## src/design/edge_period_frequency_meter_top_defines.svh

```systemverilog
// assertion macros for the edge period frequency meter
// used by the top level; expects clk and rst_n in the including scope
`ifndef EDGE_PERIOD_FREQUENCY_METER_TOP_DEFINES_SVH
`define EDGE_PERIOD_FREQUENCY_METER_TOP_DEFINES_SVH

// same-cycle implication
`define EPFM_ASSERT_NOW(label, ante, cons, msg) \
    label: assert property (@(posedge clk) disable iff (!rst_n) (ante) |-> (cons)) \
        else $error(msg);

// next-cycle implication
`define EPFM_ASSERT_NEXT(label, ante, cons, msg) \
    label: assert property (@(posedge clk) disable iff (!rst_n) (ante) |=> (cons)) \
        else $error(msg);

`endif

```

## src/design/epfm_pkg.sv

```systemverilog
// shared types and constants of the edge period frequency meter
// no dependencies
package epfm_pkg;

    localparam int TIME_W   = 63;
    localparam int FREQ_W   = 50;
    localparam int AVG_W    = 57;
    localparam int SEEN_W   = 32;
    localparam int DVSR_W   = 64;

    localparam int COUNT_BITS_DEF    = 32;
    localparam int FRACTION_BITS_DEF = 8;

    localparam logic [FREQ_W-1:0] FS_PER_S = 50'd1000000000000000;
    localparam logic [AVG_W-1:0]  AVG_MAX  = {AVG_W{1'b1}};

    typedef enum logic [1:0] {
        KIND_PERIOD  = 2'd0,
        KIND_AVERAGE = 2'd1,
        KIND_ERROR   = 2'd2
    } kind_t;

    typedef struct packed {
        logic [TIME_W-1:0] edge_time;
        logic              has_edge;
        logic              end_of_capture;
    } in_item_t;

    typedef struct packed {
        kind_t             kind;
        logic [TIME_W-1:0] period_start;
        logic [TIME_W-1:0] period_length;
        logic [FREQ_W-1:0] freq_hz;
        logic [AVG_W-1:0]  avg_freq_q8;
        logic [SEEN_W-1:0] edges_seen;
    } out_item_t;

    // divider request and status
    typedef struct packed {
        logic start;
        logic short_num;
    } div_req_t;

    typedef struct packed {
        logic done;
        logic over;
    } div_stat_t;

endpackage

```

## src/design/epfm_ifs.sv

```systemverilog
// valid/ready channel interfaces for edge items and result items
// depends on epfm_pkg
interface epfm_in_if;
    logic               valid;
    logic               ready;
    epfm_pkg::in_item_t data;

    modport source (output valid, output data, input ready);
    modport sink (input valid, input data, output ready);
endinterface

interface epfm_out_if;
    logic                valid;
    logic                ready;
    epfm_pkg::out_item_t data;

    modport source (output valid, output data, input ready);
    modport sink (input valid, input data, output ready);
endinterface

```

## src/design/epfm_div.sv

```systemverilog
// serial restoring divider, one quotient bit per cycle, quotient saturation flag
// depends on epfm_pkg
module epfm_div #(
    parameter int NUM_W = 91
) (
    input  logic                          clk,
    input  logic                          rst_n,
    input  epfm_pkg::div_req_t            req,
    input  logic [NUM_W-1:0]              numerator,
    input  logic [epfm_pkg::DVSR_W-1:0]   divisor,
    output epfm_pkg::div_stat_t           stat,
    output logic [epfm_pkg::AVG_W-1:0]    quotient
);
    import epfm_pkg::*;

    localparam int CNT_W = $clog2(NUM_W + 1);

    logic [NUM_W-1:0]  num_reg,  num_next;
    logic [DVSR_W-1:0] rem_reg,  rem_next;
    logic [AVG_W-1:0]  q_reg,    q_next;
    logic              over_reg, over_next;
    logic [CNT_W-1:0]  cnt_reg,  cnt_next;
    logic              busy_reg, busy_next;
    logic              done_reg, done_next;

    logic [DVSR_W:0] trial;
    logic [DVSR_W:0] diff;
    logic            ge;

    assign trial = {rem_reg, num_reg[NUM_W-1]};
    assign ge    = trial >= {1'b0, divisor};
    assign diff  = trial - {1'b0, divisor};

    always_comb
    begin
        num_next  = num_reg;
        rem_next  = rem_reg;
        q_next    = q_reg;
        over_next = over_reg;
        cnt_next  = cnt_reg;
        busy_next = busy_reg;
        done_next = 1'b0;
        if (req.start)
        begin
            num_next  = req.short_num ? (numerator << (NUM_W - DVSR_W)) : numerator;
            rem_next  = '0;
            q_next    = '0;
            over_next = 1'b0;
            cnt_next  = req.short_num ? CNT_W'(DVSR_W) : CNT_W'(NUM_W);
            busy_next = 1'b1;
        end
        else if (busy_reg)
        begin
            num_next  = num_reg << 1;
            rem_next  = ge ? diff[DVSR_W-1:0] : trial[DVSR_W-1:0];
            q_next    = {q_reg[AVG_W-2:0], ge};
            over_next = over_reg | q_reg[AVG_W-1];
            cnt_next  = cnt_reg - 1'b1;
            if (cnt_reg == CNT_W'(1))
            begin
                busy_next = 1'b0;
                done_next = 1'b1;
            end
        end
    end

    always_ff @(posedge clk or negedge rst_n)
    begin
        if (!rst_n)
        begin
            busy_reg <= 1'b0;
            done_reg <= 1'b0;
            cnt_reg  <= '0;
        end
        else
        begin
            busy_reg <= busy_next;
            done_reg <= done_next;
            cnt_reg  <= cnt_next;
        end
    end

    always_ff @(posedge clk)
    begin
        num_reg  <= num_next;
        rem_reg  <= rem_next;
        q_reg    <= q_next;
        over_reg <= over_next;
    end

    assign stat.done = done_reg;
    assign stat.over = over_reg;
    assign quotient  = q_reg;

endmodule

```

## src/design/edge_period_frequency_meter_top.sv

```systemverilog
// edge period frequency meter: capture state, sequencer and output register
// depends on epfm_pkg, epfm_ifs, epfm_div and the assertion macro header
//
// edges carries one transaction per edge timestamp (femtoseconds) with a
// has_edge flag and an end_of_capture flag. results carries at most one
// result transaction per input transaction: a period (start, length, rounded
// frequency), a capture average in Q.FRACTION_BITS Hz, or a too-few-edges error.
// Items that emit nothing are taken without leaving the idle state. A period
// result runs one serial 64-step division, unless its length is zero.
// A capture average first runs a shift-add multiply of (edges-1) by 1e15, one
// step per significant bit of the count (at most COUNT_BITS), then one serial
// division of NUM_W steps (COUNT_BITS+FRACTION_BITS+51, at least 64; 91 at the
// defaults). Both kinds share the one subtractor of the divider.
// edges.ready is high only while no item is in work. A finished result sits
// in the output register; a stalled receiver holds the next finished result
// in the sequencer and thereby holds off edges.
// Reset clears the capture state and the channels; there is no clearing pass.
`include "edge_period_frequency_meter_top_defines.svh"

module edge_period_frequency_meter_top #(
    parameter int COUNT_BITS    = epfm_pkg::COUNT_BITS_DEF,
    parameter int FRACTION_BITS = epfm_pkg::FRACTION_BITS_DEF
) (
    input  logic               clk,
    input  logic               rst_n,
    epfm_in_if.sink            edges,
    epfm_out_if.source         results
);
    import epfm_pkg::*;

    localparam int NUM_W = (COUNT_BITS + FRACTION_BITS + 51 > DVSR_W)
                         ? COUNT_BITS + FRACTION_BITS + 51 : DVSR_W;
    localparam int EXT_W = (COUNT_BITS > SEEN_W) ? COUNT_BITS : SEEN_W;

    typedef enum logic [2:0] {
        S_IDLE,
        S_MUL,
        S_DIV_GO,
        S_DIV,
        S_DONE
    } state_t;

    state_t                state_reg,  state_next;
    logic [COUNT_BITS-1:0] count_reg,  count_next;
    logic [TIME_W-1:0]     first_reg,  first_next;
    logic [TIME_W-1:0]     anchor_reg, anchor_next;
    logic [TIME_W-1:0]     last_reg,   last_next;
    logic [COUNT_BITS-1:0] mcnt_reg,   mcnt_next;
    logic [NUM_W-1:0]      addend_reg, addend_next;
    logic [NUM_W-1:0]      acc_reg,    acc_next;
    logic [DVSR_W-1:0]     dvsr_reg,   dvsr_next;
    out_item_t             res_reg,    res_next;
    logic                  ovalid_reg, ovalid_next;
    out_item_t             odata_reg,  odata_next;

    div_req_t          div_req;
    div_stat_t         div_stat;
    logic [AVG_W-1:0]  div_q;

    in_item_t              item;
    logic                  counting;
    logic [COUNT_BITS-1:0] cnt_upd;
    logic [TIME_W-1:0]     first_upd;
    logic [TIME_W-1:0]     last_upd;
    logic [TIME_W-1:0]     len;
    logic [TIME_W-1:0]     iv;
    logic                  period_hit;
    logic [EXT_W-1:0]      count_ext;
    logic [SEEN_W-1:0]     seen;

    assign item       = edges.data;
    assign counting   = item.has_edge && (count_reg != '1);
    assign cnt_upd    = counting ? count_reg + 1'b1 : count_reg;
    assign first_upd  = (counting && count_reg == '0) ? item.edge_time : first_reg;
    assign last_upd   = item.has_edge ? item.edge_time : last_reg;
    assign len        = item.edge_time - anchor_reg;
    assign iv         = last_upd - first_upd;
    assign period_hit = counting && !count_reg[0] && (count_reg[COUNT_BITS-1:1] != '0)
                        && !item.end_of_capture;
    assign count_ext  = EXT_W'(cnt_upd);
    assign seen       = (count_ext > EXT_W'({SEEN_W{1'b1}})) ? '1 : count_ext[SEEN_W-1:0];

    always_comb
    begin
        state_next  = state_reg;
        count_next  = count_reg;
        first_next  = first_reg;
        anchor_next = anchor_reg;
        last_next   = last_reg;
        mcnt_next   = mcnt_reg;
        addend_next = addend_reg;
        acc_next    = acc_reg;
        dvsr_next   = dvsr_reg;
        res_next    = res_reg;
        ovalid_next = ovalid_reg && !results.ready;
        odata_next  = odata_reg;
        div_req     = '0;

        unique case (state_reg)
            S_IDLE:
            begin
                if (edges.valid)
                begin
                    count_next = cnt_upd;
                    first_next = first_upd;
                    last_next  = last_upd;
                    if (counting && !count_reg[0])
                        anchor_next = item.edge_time;
                    res_next = '0;
                    if (period_hit)
                    begin
                        res_next.kind          = KIND_PERIOD;
                        res_next.period_start  = anchor_reg;
                        res_next.period_length = len;
                        if (len == '0)
                        begin
                            res_next.freq_hz = FS_PER_S;
                            state_next       = S_DONE;
                        end
                        else
                        begin
                            acc_next   = NUM_W'(DVSR_W'(FS_PER_S) + DVSR_W'(len >> 1));
                            dvsr_next  = DVSR_W'(len);
                            state_next = S_DIV_GO;
                        end
                    end
                    if (item.end_of_capture)
                    begin
                        count_next          = '0;
                        first_next          = '0;
                        anchor_next         = '0;
                        last_next           = '0;
                        res_next.edges_seen = seen;
                        if (cnt_upd[COUNT_BITS-1:1] == '0)
                        begin
                            res_next.kind = KIND_ERROR;
                            state_next    = S_DONE;
                        end
                        else if (iv == '0)
                        begin
                            res_next.kind        = KIND_AVERAGE;
                            res_next.avg_freq_q8 = AVG_MAX;
                            state_next           = S_DONE;
                        end
                        else
                        begin
                            res_next.kind = KIND_AVERAGE;
                            mcnt_next     = cnt_upd - 1'b1;
                            addend_next   = NUM_W'(FS_PER_S) << FRACTION_BITS;
                            acc_next      = NUM_W'(iv);
                            dvsr_next     = {iv, 1'b0};
                            state_next    = S_MUL;
                        end
                    end
                end
            end
            S_MUL:
            begin
                if (mcnt_reg == '0)
                    state_next = S_DIV_GO;
                else
                begin
                    if (mcnt_reg[0])
                        acc_next = acc_reg + addend_reg;
                    addend_next = addend_reg << 1;
                    mcnt_next   = mcnt_reg >> 1;
                end
            end
            S_DIV_GO:
            begin
                div_req.start     = 1'b1;
                div_req.short_num = (res_reg.kind == KIND_PERIOD);
                state_next        = S_DIV;
            end
            S_DIV:
            begin
                if (div_stat.done)
                begin
                    if (res_reg.kind == KIND_PERIOD)
                        res_next.freq_hz = div_q[FREQ_W-1:0];
                    else
                        res_next.avg_freq_q8 = div_stat.over ? AVG_MAX : div_q;
                    state_next = S_DONE;
                end
            end
            S_DONE:
            begin
                if (!ovalid_reg || results.ready)
                begin
                    ovalid_next = 1'b1;
                    odata_next  = res_reg;
                    state_next  = S_IDLE;
                end
            end
            default:
            begin
                state_next = S_IDLE;
            end
        endcase
    end

    always_ff @(posedge clk or negedge rst_n)
    begin
        if (!rst_n)
        begin
            state_reg  <= S_IDLE;
            count_reg  <= '0;
            first_reg  <= '0;
            anchor_reg <= '0;
            last_reg   <= '0;
            ovalid_reg <= 1'b0;
        end
        else
        begin
            state_reg  <= state_next;
            count_reg  <= count_next;
            first_reg  <= first_next;
            anchor_reg <= anchor_next;
            last_reg   <= last_next;
            ovalid_reg <= ovalid_next;
        end
    end

    always_ff @(posedge clk)
    begin
        mcnt_reg   <= mcnt_next;
        addend_reg <= addend_next;
        acc_reg    <= acc_next;
        dvsr_reg   <= dvsr_next;
        res_reg    <= res_next;
        odata_reg  <= odata_next;
    end

    epfm_div #(
        .NUM_W (NUM_W)
    ) u_div (
        .clk       (clk),
        .rst_n     (rst_n),
        .req       (div_req),
        .numerator (acc_reg),
        .divisor   (dvsr_reg),
        .stat      (div_stat),
        .quotient  (div_q)
    );

    assign edges.ready   = (state_reg == S_IDLE);
    assign results.valid = ovalid_reg;
    assign results.data  = odata_reg;

    `EPFM_ASSERT_NOW(a_div_done_in_wait, div_stat.done, state_reg == S_DIV,
        "divider finished outside the wait state")
    `EPFM_ASSERT_NEXT(a_capture_cleared,
        edges.valid && edges.ready && edges.data.end_of_capture,
        count_reg == '0 && first_reg == '0 && last_reg == '0,
        "capture state not cleared after end of capture")
    `EPFM_ASSERT_NOW(a_divisor_nonzero, state_reg == S_DIV_GO || state_reg == S_MUL,
        dvsr_reg != '0, "division started with a zero divisor")
    `EPFM_ASSERT_NOW(a_period_no_count,
        results.valid && results.data.kind == KIND_PERIOD,
        results.data.edges_seen == '0 && results.data.avg_freq_q8 == '0,
        "period result carries capture fields")

endmodule
```

## src/flat_wrapper.sv

```systemverilog
// flat-port wrapper written by rule: the top's interface ports become plain ports
module edge_period_frequency_meter_top_flat import epfm_pkg::*;
#(
    parameter int COUNT_BITS    = epfm_pkg::COUNT_BITS_DEF,
    parameter int FRACTION_BITS = epfm_pkg::FRACTION_BITS_DEF
)
  (clk, rst_n, edges_valid, edges_data, edges_ready, results_valid, results_data, results_ready);
  epfm_in_if edges_i ();
  epfm_out_if results_i ();
  input  logic clk;
  input  logic rst_n;
  input wire logic [$bits(edges_i.valid)-1:0] edges_valid;
  input wire logic [$bits(edges_i.data)-1:0] edges_data;
  output wire logic [$bits(edges_i.ready)-1:0] edges_ready;
  output wire logic [$bits(results_i.valid)-1:0] results_valid;
  output wire logic [$bits(results_i.data)-1:0] results_data;
  input wire logic [$bits(results_i.ready)-1:0] results_ready;
  assign edges_i.valid = edges_valid;
  assign edges_i.data = edges_data;
  assign edges_ready = edges_i.ready;
  assign results_valid = results_i.valid;
  assign results_data = results_i.data;
  assign results_i.ready = results_ready;
  edge_period_frequency_meter_top #(.COUNT_BITS(COUNT_BITS), .FRACTION_BITS(FRACTION_BITS)) u_core (.clk(clk), .rst_n(rst_n), .edges(edges_i), .results(results_i));
endmodule
```

## config.mk

```make
export PLATFORM = sky130hd
export DESIGN_NAME = edge_period_frequency_meter_top_flat
export DESIGN_NICKNAME = d
export VERILOG_FILES = /design/src/design/epfm_pkg.sv /design/src/design/epfm_ifs.sv /design/src/design/epfm_div.sv /design/src/design/edge_period_frequency_meter_top.sv /design/src/flat_wrapper.sv
export VERILOG_INCLUDE_DIRS = /design/src /design/src/design
export SDC_FILE = /design/constraint.sdc
export NUM_CORES = 2
export LEC_CHECK = 0
export BUFFER_PORTS_ARGS = -buffer_cell sky130_fd_sc_hd__clkbuf_2
export CORE_MARGIN = 1.5
export CORE_UTILIZATION = 60
export DETAILED_ROUTE_END_ITERATION = 10
export PLACE_DENSITY = 0.81
export SYNTH_ARGS = -nofsm -noshare
export SYNTH_HDL_FRONTEND = slang
export SYNTH_HIERARCHICAL = 1
export SYNTH_SLANG_ARGS = --single-unit
export TNS_END_PERCENT = 100
```

## constraint.sdc

```tcl
create_clock -name clk -period 14.9 [get_ports clk]
set_clock_uncertainty 0.2 [all_clocks]
set_input_delay 0 -clock clk [delete_from_list [all_inputs] [get_ports clk]]
set_output_delay 0 -clock clk [all_outputs]
set_load 0.01 [all_outputs]
```

**Word level (Yosys, flattened, before mapping)**

Cells that the tools add are included.

- Muxes and demuxes: 74
- Equality and inequality tests: 18
- Add/sub/neg operators: 8
- Reduce and logical (&&, ||, !) cells: 31
- Bitwise operators: 1
- Magnitude comparators: 2

Operators with widths:

| cell | number |
|---|---|
| 2-to-1 mux 91 bit | 16 |
| 2-to-1 mux 64 bit | 6 |
| 2-to-1 mux 63 bit | 6 |
| one-hot mux 91 bit (2 select lines) | 2 |
| 2-to-1 mux 32 bit | 8 |
| 2-to-1 mux 57 bit | 4 |
| one-hot mux 107 bit (2 select lines) | 1 |
| 2-to-1 mux 50 bit | 3 |
| 2-to-1 mux 139 bit | 1 |
| logical NOT 63 bit | 2 |
| subtractor 63 bit | 2 |
| 2-to-1 mux 107 bit | 1 |
| adder 91 bit | 1 |
| 2-to-1 mux 89 bit | 1 |
| greater-or-equal comparator 65 x 64 -> 1 bit | 1 |
| logical NOT 32 bit | 2 |
| one-hot mux 32 bit (2 select lines) | 1 |
| subtractor 64 bit | 1 |
| adder 50 x 62 -> 63 bit (first input constant) | 1 |
| adder 32 x 1 -> 32 bit (second input constant) | 1 |
| > comparator 32 bit (second input constant) | 1 |
| != test 32 bit (second input constant) | 1 |
| subtractor 32 x 1 -> 32 bit (second input constant) | 1 |
| logical NOT 31 bit | 1 |
| other kinds (27) | 69 |

- Input bits: 69
- Flip-flop bits (word level): 1259

**Longest topological paths before layout**

- Depth in word-level cells: 11
- Mapped depth: 29

**Hierarchy**

The synthesis kept the hierarchy.

Modules (own cells, without submodules):

| module | times used | seq. area each (um^2) | cells each | area each (um^2) |
|---|---|---|---|---|
| edge_period_frequency_meter_top | 1 | 29323.1 | 5094 | 54390.9 |
| epfm_div | 1 | 5400.2 | 1555 | 13715.7 |

**Worst setup path after synthesis**

Ideal clock, no wire load.

- Kind: register to register
- Start point: register u_core.state_reg[1]
- End point: register u_core.odata_reg (netlist bit u_core/results.data[0]) (enable)
- Slack: 2.009 ns
- Cell stages (with the launch flop): 5
- Path buffers: 1
- Data arrival time: 11.791 ns
- Period minus slack after synthesis: 12.891 ns
- Library setup time: 0.899 ns
- Cell sequence: dfrtp_1 > clkbuf_1 > nor2_1 > nand2_1 > nor2_1

- Longest elaborated chain between the ends: 2

RTL lines:

| element | line | source |
|---|---|---|
| start: declaration | edge_period_frequency_meter_top.sv:43 | `state_t state_reg, state_next;` |
| start signal: assignment | edge_period_frequency_meter_top.sv:215 | `state_reg <= state_next;` |
| == test 3 bit | edge_period_frequency_meter_top.sv:99 | `unique case (state_reg)` |
| AND reduction 2 bit (no line) | -- |  |
| end signal: assignment | edge_period_frequency_meter_top.sv:231 | `odata_reg <= odata_next;` |
| end: declaration | edge_period_frequency_meter_top.sv:54 | `out_item_t odata_reg, odata_next;` |

Every way passes these cells.
A chain may end at the register's enable or synchronous reset.

**Worst setup path in the final report**

- Start point: register u_core.count_reg[14]
- End point: register u_core.addend_reg[28] (enable)

- Longest elaborated chain between the ends: 8
- Elaborated cells between the ends (all ways): 13
- Classes of those cells: 2 x add/sub; 3 x eq/ne; 2 x mux; 6 x reduce/logical

RTL lines:

| element | line | source |
|---|---|---|
| start: declaration | edge_period_frequency_meter_top.sv:44 | `logic [COUNT_BITS-1:0] count_reg, count_next;` |
| start signal: assignment | edge_period_frequency_meter_top.sv:216 | `count_reg <= count_next;` |
| != test 32 bit | edge_period_frequency_meter_top.sv:72 | `assign counting = item.has_edge && (count_reg != '1);` |
| logical AND 1 bit | edge_period_frequency_meter_top.sv:72 |  |
| logical AND 1 bit | edge_period_frequency_meter_top.sv:74 | `assign first_upd = (counting && count_reg == '0) ? item.edge_time : first_reg;` |
| 2-to-1 mux 63 bit | edge_period_frequency_meter_top.sv:74 |  |
| subtractor 63 bit | edge_period_frequency_meter_top.sv:77 | `assign iv = last_upd - first_upd;` |
| logical NOT 63 bit | edge_period_frequency_meter_top.sv:139 | `else if (iv == '0)` |
| != test 2 bit (no line) | -- |  |
| AND reduction 6 bit (no line) * | -- |  |
| end signal: assignment | edge_period_frequency_meter_top.sv:227 | `addend_reg <= addend_next;` |
| end: declaration | edge_period_frequency_meter_top.sv:49 | `logic [NUM_W-1:0] addend_reg, addend_next;` |

Mark *: on every way between the ends. The rest lies on a longest branch, timed or not.

==> out/qor.txt <==
Status: completed
Finished Core Util: 0.681
Critical path class: register to register
TritonRoute pass-1 iters: 6
TritonCTS Buffers: 134
Async SR Flop Fraction: 0.189
Layout cells sized above 1: 0.116
H-tree depth: 4
Clk sinks: 1236
Total Die Area: 116000 µm²
Clk slew on worst S/H paths: 0.06 ns
Core ar.: 112000 µm²
HP Class: input pin to register
Post-Syn Area: 68100 µm²
Clk buf depth: 3
Die width: 340 µm
Initial Utilization: 0.605
# DRC: 0
Final min period: 9.77 ns
Number of flops mapped to enable cells by yosys: 880
Routability congestion estimate: 1.04
PwrDens: 102 nW/µm²
P_int: 0.00587 W
Startpoint Class: register
# Max-Cap Violations: 0
Unrepaired setup endpoints after global routing: false
Final period utilization: 0.656
Psw: 0.00195 W
Vias per cell: 6.61
Crit end category: register
CTS tree: done
Fin area: 76700 µm²
I/O pin cnt: 338
Logic pwr share: 0.085
Pin count of the biggest net entering global routing: 111
Slew headroom: 0.0556
Chip Height: 340 µm
Yosys warns: 6
Row cnt: 123
Final hold vios: 0
Clk_lat worst skew: 0.79 ns
Drt wl/cell: 26.5 µm
Global route overflow: 0
Drt initial violations: 7959
Overall power: 0.00783 W
Flops & latches, synth: 1236
Syn Nets: 6985
Leak: 29.7 nW
Initial antenna violation count: 10
Final Max Slew Viols: 0
Main synth FF type: edfxtp_1
Post-Syn Instances: 6649
Least-Margin Pin Slew: 1.41 ns
Global-route wire length before repair: 337000 µm
WP data required: 15.07 ns
HPWL after detailed placement: 161000 µm
Max Fclk: 102 MHz
Setup violations, final: 0
Clock share of power: 0.448
WP data arrival: 9.94 ns
Vias in the first global route: 54100
Placed cell area: 70600 µm²
Syn Area/Cell: 10.2 µm²
CP max FO: 72
Setup TNS: 0 ns
Synthesis-to-layout area growth: 12.6%
DR vias: 56600
Drt total wl: 227000 µm
GRT Total Usage: 0.384
Switching Share: 0.250
Root buf cell: clkbuf_16
Final nets: 7281
Reg power frac: 0.467
Routed Antenna Nets: 0
Worst VDD drop: 125 µV
Library cells used by synthesis: 123
Sequential fraction of the synthesis area: 0.510
Buffers on Ports: 337
==> path summary, 6_finish.rpt <==
| check | from | end | slack (ns) | cells after the start |
|---|---|---|---|---|
| hold / removal | edges_data[49] | u_core/first_reg[47] | 0.04 | 4 |
| max in group asynchronous | rst_n | u_core/first_reg[46] | 12.49 | 5 |
| min in group asynchronous | rst_n | u_core/u_div/done_reg | 0.23 | 4 |
| hold reg to reg | u_core/res_reg[184] | u_core/results.data[184] | 0.20 | 0 |
| setup reg to reg | u_core/count_reg[14] | u_core/addend_reg[28] | 5.13 | 22 |
| setup / recovery | u_core/count_reg[14] | u_core/addend_reg[28] | 5.13 | 22 |
==> per-layer routing <==
layer  up-vias  global-route usage  wire length [µm]
met1     27500               0.526             88600
met3       546              0.0795             25700
li1      25000                   -                 -
met5         -                   0                14
met4         2               0.152              9410
met2      3647               0.601            103000
==> power by group through the flow <==
stage | clock (W) | combinational (W) | sequential [W]
6_report | 0.00350 | 0.000669 | 0.00366
5_1_grt | 0.00366 | 0.000696 | 0.00365
4_1_cts | 0.00352 | 0.000635 | 0.00366
3_5_place_dp | 0 | 0.000601 | 0.00373
3_3_place_gp | 0 | 0.000599 | 0.00373
2_1_floorplan | 0 | 0.000376 | 0.00373
==> Yosys cell counts, types with 72 or more instances <==
library cell  count  share of area
xor2_1          128          0.016
a22o_1          124          0.016
mux2i_1         217          0.032
mux2_2           72          0.012
a21oi_1         516          0.038
edfxtp_1        880           0.39
dfrtp_1         234          0.086
dfxtp_1         122          0.036
xnor2_1         165          0.021
nor2_1          633          0.035
o21ai_0         425          0.031
a21o_1          151          0.017
nand3_1         104         0.0076
ha_1            263          0.048
buf_2            72         0.0053
nor3_1          128         0.0094
nand4_1          86         0.0079
inv_1           218          0.012
nand2_1         730          0.040
and2_1          136          0.012
clkbuf_1        236          0.013
a211oi_1         96          0.011
==> placed cells by master (no fill, tap or decap), types with 24 or more instances in the layout <==
cell type        n
a211oi_1        95
a21o_1         151
a21oi_1        514
a22o_1         124
a31oi_1         43
and2_1         135
and3_1          56
buf_4           68
clkbuf_16      134
clkbuf_2       335
clkinv_1        24
dfrtp_1        233
dfxtp_1        122
dlygate4sd3_1  135
edfxtp_1       880
ha_1           263
inv_1          216
mux2_2          72
mux2i_1        217
nand2_1        727
nand2b_1        61
nand3_1        103
nand4_1         86
nor2_1         629
nor2b_1         35
nor3_1         127
nor4_1          31
o211ai_1        64
o21a_1          38
o21ai_0        425
o21ai_1         38
o21bai_1        33
o31ai_1         27
or3_1           47
xnor2_1        165
xor2_1         128
==> critical path, cell delays in order, from the launching register on <==
cell	delay, ns
dfrtp_1	0.51
and4_1	0.31
and3_1	0.29
a41oi_2	0.48
nand3_4	0.74
o21ai_0	0.51
ha_1	0.23
inv_1	0.06
fa_1	0.41
a21o_1	0.24
a22oi_1	0.34
o21ai_1	0.17
a41oi_1	0.84
a21oi_1	0.23
a21oi_1	0.24
xor2_1	0.60
o21ai_0	0.17
or4b_1	0.50
nor4_1	0.33
nand3b_1	0.28
nand2_4	0.80
a22oi_2	0.24
buf_4	0.51
==> per-stage QoR <==
step	setup WS [ns]	cells	hold WS (ns)
global route	4.66	8558	0.0388
floorplan	2.01	6649	-0.496
finish	5.13	8561	0.0398
detailed placement	5.48	8173	-0.265
global placement	5.57	8173	-0.267
CTS	5.41	8558	0.000398
==> layout make-up <==
class / count / area, µm²
multi-input cells: 4812 / 31000
well taps: 1500 / 1880
fillers: 8253 / 35800
inverters: 221 / 841
flip-flops and latches: 1236 / 34700
clock inverters: 88 / 1150
clock buffers: 161 / 3500
diodes: 3 / 7.51
repair buffers: 540 / 3580
==> cells by family after synthesis <==
family / synth area share
simple gates: 0.147
compound gates: 0.175
flops: 0.510
buf+inv: 0.0377
xor+xnor: 0.0377
mux: 0.0440
fa+ha+maj: 0.0495
==> repair_timing <==
item	4_1_cts	5_1_grt
buffers inserted	0	0
hold buffers	136	0
gates resized for setup	0	0
endpoints found under the hold margin	516	0
Note: power is estimated with default switching activity, not from simulation.
